$ cat src/rtl/core/vsog_pkg.sv
package vsog_pkg;

    localparam int MAX_RADIUS_DEF = 15;

    localparam int CNT_W    = 5;
    localparam int OFF_W    = 5;
    localparam int RADIUS_W = 4;
    localparam int SHAPE_W  = 3;

    localparam int CFG_INDEX_W = 1;
    localparam int CFG_DATA_W  = 4;
    localparam int S_TDATA_W   = 8;
    localparam int M_TDATA_W   = 24;

    localparam logic [SHAPE_W-1:0] SHAPE_SINGLE   = 3'd0;
    localparam logic [SHAPE_W-1:0] SHAPE_CUBE     = 3'd1;
    localparam logic [SHAPE_W-1:0] SHAPE_SPHERE   = 3'd2;
    localparam logic [SHAPE_W-1:0] SHAPE_CYLINDER = 3'd3;
    localparam logic [SHAPE_W-1:0] SHAPE_FLAT     = 3'd4;

    localparam logic [CFG_INDEX_W-1:0] REG_SHAPE_MODE   = 1'd0;
    localparam logic [CFG_INDEX_W-1:0] REG_BRUSH_RADIUS = 1'd1;

    typedef struct packed {
        logic [SHAPE_W-1:0]  shape_mode;
        logic [RADIUS_W-1:0] brush_radius;
    } cfg_t;

    typedef struct packed {
        logic [CNT_W-1:0] outer_count;
        logic [CNT_W-1:0] middle_count;
        logic [CNT_W-1:0] inner_count;
        logic             running;
    } scan_t;

    typedef struct packed {
        logic             active;
        logic             in_shape;
        logic [OFF_W-1:0] off_x;
        logic [OFF_W-1:0] off_y;
        logic [OFF_W-1:0] off_z;
        logic             last;
    } result_t;

endpackage

$ cat src/rtl/core/voxel_shape_offset_generator.sv
// channel | dir | handshake                 | payload
// s_*     | in  | s_tvalid / s_tready       | s_tdata: restart
// m_*     | out | m_tvalid / m_tready       | m_tdata: active, in_shape, off_x, off_y, off_z;
//         |     |                           | m_tlast: last
// cfg_*   | in  | cfg_valid / cfg_ready     | cfg_index: 0 shape_mode, 1 brush_radius; cfg_data
//
// one request per cycle while m_tready is high; stages: input register, then result register
// the cell is evaluated as the request moves from the input register to the result register
// reset clears the scan counters, running flag, configuration and both valid flags
// a stalled result holds the pipeline; with both stages full and m_tready low s_tready drops
// cfg_ready is always high
module voxel_shape_offset_generator #(
    parameter int MAX_RADIUS = vsog_pkg::MAX_RADIUS_DEF
) (
    input  logic                              clk,
    input  logic                              rst_n,
    input  logic                              s_tvalid,
    output logic                              s_tready,
    input  logic [vsog_pkg::S_TDATA_W-1:0]    s_tdata,   // [0] restart, rest zero
    output logic                              m_tvalid,
    input  logic                              m_tready,
    output logic [vsog_pkg::M_TDATA_W-1:0]    m_tdata,   // [0] active, [1] in_shape,
                                                         // [6:2] off_x, [11:7] off_y,
                                                         // [16:12] off_z, rest zero
    output logic                              m_tlast,   // last
    input  logic                              cfg_valid,
    output logic                              cfg_ready,
    input  logic [vsog_pkg::CFG_INDEX_W-1:0]  cfg_index,
    input  logic [vsog_pkg::CFG_DATA_W-1:0]   cfg_data
);
    import vsog_pkg::*;

    cfg_t    cfg_reg;
    scan_t   scan_reg;
    scan_t   scan_next;
    result_t result;
    result_t out_reg;
    logic    out_valid_reg;
    logic    in_valid_reg;
    logic    in_restart_reg;
    logic    advance;

    assign cfg_ready = 1'b1;
    assign advance   = in_valid_reg && (!out_valid_reg || m_tready);
    assign s_tready  = !in_valid_reg || advance;

    vsog_step #(
        .MAX_RADIUS (MAX_RADIUS)
    ) u_step (
        .cfg       (cfg_reg),
        .scan      (scan_reg),
        .restart   (in_restart_reg),
        .result    (result),
        .scan_next (scan_next)
    );

    always_ff @(posedge clk or negedge rst_n)
    begin
        if (!rst_n)
        begin
            cfg_reg <= '0;
        end
        else if (cfg_valid && cfg_ready)
        begin
            case (cfg_index)
                REG_SHAPE_MODE:   cfg_reg.shape_mode   <= cfg_data[SHAPE_W-1:0];
                REG_BRUSH_RADIUS: cfg_reg.brush_radius <= cfg_data[RADIUS_W-1:0];
                default:          cfg_reg <= cfg_reg;
            endcase
        end
    end

    always_ff @(posedge clk or negedge rst_n)
    begin
        if (!rst_n)
        begin
            in_valid_reg  <= 1'b0;
            out_valid_reg <= 1'b0;
            scan_reg      <= '0;
        end
        else
        begin
            if (s_tvalid && s_tready)
            begin
                in_valid_reg <= 1'b1;
            end
            else if (advance)
            begin
                in_valid_reg <= 1'b0;
            end

            if (advance)
            begin
                out_valid_reg <= 1'b1;
                scan_reg      <= scan_next;
            end
            else if (m_tready)
            begin
                out_valid_reg <= 1'b0;
            end
        end
    end

    // payload registers
    always_ff @(posedge clk)
    begin
        if (s_tvalid && s_tready)
        begin
            in_restart_reg <= s_tdata[0];
        end
        if (advance)
        begin
            out_reg <= result;
        end
    end

    assign m_tvalid = out_valid_reg;
    assign m_tlast  = out_reg.last;
    assign m_tdata  = {7'b0000000, out_reg.off_z, out_reg.off_y, out_reg.off_x,
                       out_reg.in_shape, out_reg.active};

endmodule

$ cat src/rtl/core/vsog_step.sv
module vsog_step #(
    parameter int MAX_RADIUS = vsog_pkg::MAX_RADIUS_DEF
) (
    input  vsog_pkg::cfg_t    cfg,
    input  vsog_pkg::scan_t   scan,
    input  logic              restart,
    output vsog_pkg::result_t result,
    output vsog_pkg::scan_t   scan_next
);
    import vsog_pkg::*;

    localparam logic [6:0] MaxRadW = 7'(MAX_RADIUS);

    logic [RADIUS_W-1:0] r;
    logic [CNT_W-1:0]    span;
    logic [CNT_W-1:0]    so;
    logic [CNT_W-1:0]    sm;
    logic [CNT_W-1:0]    si;
    logic [SHAPE_W-1:0]  shape;
    scan_t               cur;
    logic signed [5:0]   a;
    logic signed [5:0]   b;
    logic signed [5:0]   c;
    logic signed [11:0]  aa;
    logic signed [11:0]  bb;
    logic signed [11:0]  cc;
    logic [9:0]          sum2;
    logic [9:0]          sum3;
    logic [7:0]          r2;
    logic                beyond;
    logic                fin;

    // radius saturation and span per shape
    always_comb
    begin
        if ({3'b000, cfg.brush_radius} > MaxRadW)
        begin
            r = RADIUS_W'(MAX_RADIUS);
        end
        else
        begin
            r = cfg.brush_radius;
        end
        span  = {r, 1'b0};
        shape = cfg.shape_mode;
        so    = span;
        sm    = span;
        si    = span;
        case (cfg.shape_mode)
            SHAPE_CUBE, SHAPE_SPHERE, SHAPE_CYLINDER:
            begin
                shape = cfg.shape_mode;
            end
            SHAPE_FLAT:
            begin
                si = '0;
            end
            default:
            begin
                shape = SHAPE_SINGLE;
                so    = '0;
                sm    = '0;
                si    = '0;
            end
        endcase
    end

    // restart zeroes the counters and starts the scan in the same step
    always_comb
    begin
        cur = scan;
        if (restart)
        begin
            cur.outer_count  = '0;
            cur.middle_count = '0;
            cur.inner_count  = '0;
            cur.running      = 1'b1;
        end
    end

    assign a = $signed({1'b0, cur.outer_count}) - $signed({2'b00, r});
    assign b = $signed({1'b0, cur.middle_count}) - $signed({2'b00, r});
    assign c = $signed({1'b0, cur.inner_count}) - $signed({2'b00, r});

    assign aa   = a * a;
    assign bb   = b * b;
    assign cc   = c * c;
    assign sum2 = 10'(aa[7:0]) + 10'(bb[7:0]);
    assign sum3 = sum2 + 10'(cc[7:0]);
    assign r2   = r * r;

    assign beyond = (cur.outer_count > so) || (cur.middle_count > sm) ||
                    (cur.inner_count > si);
    assign fin    = (cur.outer_count == so) && (cur.middle_count == sm) &&
                    (cur.inner_count == si);

    always_comb
    begin
        result    = '0;
        scan_next = cur;
        if (cur.running)
        begin
            if (beyond)
            begin
                scan_next.running = 1'b0;
            end
            else
            begin
                result.active = 1'b1;
                result.last   = fin;
                case (shape)
                    SHAPE_CUBE:
                    begin
                        result.off_x    = a[OFF_W-1:0];
                        result.off_y    = b[OFF_W-1:0];
                        result.off_z    = c[OFF_W-1:0];
                        result.in_shape = 1'b1;
                    end
                    SHAPE_SPHERE:
                    begin
                        result.off_x    = a[OFF_W-1:0];
                        result.off_y    = b[OFF_W-1:0];
                        result.off_z    = c[OFF_W-1:0];
                        result.in_shape = (sum3 <= 10'(r2));
                    end
                    SHAPE_CYLINDER:
                    begin
                        result.off_x    = a[OFF_W-1:0];
                        result.off_z    = b[OFF_W-1:0];
                        result.off_y    = c[OFF_W-1:0];
                        result.in_shape = (sum2 <= 10'(r2));
                    end
                    SHAPE_FLAT:
                    begin
                        result.off_x    = a[OFF_W-1:0];
                        result.off_z    = b[OFF_W-1:0];
                        result.off_y    = '0;
                        result.in_shape = 1'b1;
                    end
                    default:
                    begin
                        result.in_shape = 1'b1;
                    end
                endcase

                // advance the scan, innermost counter fastest
                if (fin)
                begin
                    scan_next.running = 1'b0;
                end
                else if (cur.inner_count < si)
                begin
                    scan_next.inner_count = cur.inner_count + 1'b1;
                end
                else
                begin
                    scan_next.inner_count = '0;
                    if (cur.middle_count < sm)
                    begin
                        scan_next.middle_count = cur.middle_count + 1'b1;
                    end
                    else
                    begin
                        scan_next.middle_count = '0;
                        scan_next.outer_count  = cur.outer_count + 1'b1;
                    end
                end
            end
        end
    end

endmodule

$ cat config.mk
export PLATFORM = sky130hd
export DESIGN_NAME = voxel_shape_offset_generator
export DESIGN_NICKNAME = d
export VERILOG_FILES = /design/src/rtl/core/vsog_pkg.sv /design/src/rtl/core/voxel_shape_offset_generator.sv /design/src/rtl/core/vsog_step.sv
export SDC_FILE = /design/constraint.sdc
export NUM_CORES = 1
export LEC_CHECK = 0
export BUFFER_PORTS_ARGS = -buffer_cell sky130_fd_sc_hd__buf_2
export CORE_MARGIN = 3
export CORE_UTILIZATION = 58
export CTS_BUF_LIST = sky130_fd_sc_hd__clkbuf_8
export CTS_CLUSTER_DIAMETER = 60
export DETAILED_ROUTE_END_ITERATION = 7
export PLACE_DENSITY = 0.77
export SETUP_SLACK_MARGIN = 0.15
export SLEW_MARGIN = 20
export SYNTH_ARGS = -nofsm -noshare
export SYNTH_HDL_FRONTEND = slang
export SYNTH_HIERARCHICAL = 1
export SYNTH_SLANG_ARGS = --single-unit
$ cat constraint.sdc
create_clock -name clk -period 7.75 [get_ports clk]
set_clock_uncertainty 0.1 [all_clocks]
set_input_delay 1.1625 -clock clk [delete_from_list [all_inputs] [get_ports clk]]
set_output_delay 1.1625 -clock clk [all_outputs]
set_load 0.01 [all_outputs]
==> metrics.txt <==
status=finished with violations; failing checks=setup timing; Final Max Slew Viols=0; initial antenna violation count=0; Area after DPL=around 6700 µm²; Worst-Margin Slew=0.839 ns; Tmin final=7.79 ns; Critical-path top delay cell=fa_1; Setup WS post-layout=-0.0384 ns; FF-to-FF setup slack=-0.04 ns; most crowded layer after global routing=met2; clock sinks=between 40 and 50; max reg flops=17; GPL Wtd Cong=approximately 0.98; Multi-input gate area=4830 µm²; input/output buffers=30; largest net degree at the start of global routing=26; CTS buffer count=5; max cap viols=0; Ys Warns=6; Chip Height=roughly 110 µm; grt met1 use=about a third; Starting Density=around 60%; commonest non-fill, non-tap cell in the layout=inv_1; Post-synth EDFFs=19; GRT Total Usage=between 20% and 30%; ys async rst share=a little under three fifths; Startpoint Class=flip-flop; Setup Viol. Count Final=1; hold_buf cts=0; Fill cells=between 800 and 900; clk slew on worst S/H paths=0.11 ns; WP data required=around 7.8 ns; fmax=approximately 130 MHz; Synth-to-Final Area Change=15.7%; wire length per cell after detailed routing=between 15 and 20 µm; clock tree buffer depth=2; Crit path max-delay family=adder cells; Skew-Pair Late Insertion Delay=between 0.3 and 0.4 ns; met3 Usage GRT=between 3 and 4%; post-synthesis sequential area ratio=19.2%; routed wire length=between 15 and 20 mm; CP peak stage delay=roughly 0.53 ns; Finished Cell Area=between 7000 and 8000 µm²; Gate Count Post-Synth=approximately 710; Arr. time, crit path=7.85 ns; share of cells above drive strength 1=22.8%; HP Class=reg2reg; count of final hold-check violations=0; area of the die=around 12,000 µm²; routed vias/inst=slightly below 6; die width=between 100 and 150 µm; Unique masters post-synth=approximately 80; Synth Cell Area=between 6000 and 7000 µm²; Inserted Diodes=0; DRC=0; Register Area=roughly 1200 µm²; crit share post-route=100%; H-Tree Depth=2; nets=903; Max FO, Critical Path=5; most frequent cells in the layout=inv_1 (77), ha_1 (65), nand2_1 (55), buf_4 (50), nor2_1 (45); CTS root buf=clkbuf_8; first-pass iteration count of the detailed router=5; average size of a mapped cell=a little under 9 µm²; Ports=between 40 and 50; RSZ-0062 raised after global routing=yes; Worst setup EP type=flip-flop; number of DRC markers in iteration 0=roughly 300; vias=between 5,000 and 6,000; Core ar.=~10,000 µm²; number of global-route vias before repair=between 5,000 and 6,000; FF+latch count, synth=44; crit path kind=reg2reg; crit path buf inv count=6; max_slew headroom=between 40 and 50%; CTS tree=done; # rows=37; met2 Resource Use GR=between 50% and 60%; DRT antenna net count=0; dpl hpwl=12.3 mm; global-route wire length before repair=approximately 26 mm; GR Overflow Total=0; predominant post-synthesis flop cell=dfrtp_1
worst paths after layout:
| path | startpoint | to | cells after the start |
|---|---|---|---|
| max in group asynchronous | rst_n | scan_reg[14] | 1 |
| setup reg to reg | in_restart_reg | m_tdata[1] | 31 |
| hold / removal | scan_reg[9] | scan_reg[9] | 1 |
| hold reg to reg | scan_reg[9] | scan_reg[9] | 1 |
| min in group asynchronous | rst_n | scan_reg[10] | 1 |
| setup / recovery | in_restart_reg | m_tdata[1] | 31 |
final cells by class:
class / count / share of cell area, %
timing repair buffer: 84 / 7.93
clock inverter: 3 / 0.626
inverter: 84 / 4.45
multi-input combinational: 556 / 67.1
sequential: 44 / 16.6
tap: 136 / 2.36
clock buffer: 5 / 0.956
Yosys cell counts (all sizes together) (5+ instances only):
cell type / n / area, µm²
ha: 73 / 913
clkbuf: 11 / 42.5
nor3: 9 / 45.0
inv: 83 / 312
nand2: 59 / 229
o21ai: 26 / 130
dfrtp: 25 / 626
fa: 37 / 741
buf: 17 / 130
a211oi: 6 / 45.0
and2: 21 / 131
xnor2: 27 / 244
nor2: 46 / 173
a21o: 10 / 75.1
nor4: 9 / 56.3
nand4: 8 / 56.3
a31oi: 8 / 50.1
or3: 5 / 36.3
nor2b: 18 / 113
xor2: 16 / 140
edfxtp: 19 / 571
mux2: 26 / 327
nand3: 22 / 128
nand2b: 19 / 126
and3: 7 / 43.8
a21oi: 35 / 175
kinds of logic after synthesis:
logic type / share of synthesized area, %
DFF: 19.2
AOI/OAI and AO/OA: 12.5
and+or+nand+nor: 20.6
buffers and inverters: 7.85
xor gates and xnor gates: 6.90
adders and majority gates: 26.9
muxes: 5.89
other: 0.121
stage by stage:
step / instances / hold slack [ns] / utilization, % / setup TNS (ns) / setup slack [ns]
floorplan: 712 / 0.375 / - / 0 / 0.311
global placement: 890 / 0.404 / 64.5 / -0.0210 / -0.0210
detailed placement: 890 / 0.406 / 64.5 / -0.264 / -0.264
CTS: 907 / 0.428 / 68.0 / 0 / 0.0394
global route: 912 / 0.448 / 69.4 / -0.300 / -0.300
finish: 912 / 0.427 / 69.4 / -0.0384 / -0.0384
metal layers:
layer,share of wire [%],vias to the layer above
met2,52,169
met3,4.2,47
li1,-,2565
met4,3.1,0
met5,0,-
met1,40,2631
worst register-to-register path: cells and delay by family, from the launching register on:
family	cells	cell delay, ns
AOI/OAI and AO/OA	5	1.11
adders and majority gates	9	3.73
and+or+nand+nor	6	0.81
DFF	1	0.50
buffers and inverters	6	0.58
xor gates and xnor gates	5	0.80
timing repair:
action,in CTS,in global routing
endpoints found under the hold margin,0,0
gates cloned,0,0
setup endpoints to repair,1,1
pin swaps,34,28
gates resized for setup,37,25
buffers inserted,9,5
Power is left out: the tool's default activity adds up to more than one toggle a clock period on the data nets, which glitch-free logic cannot reach.
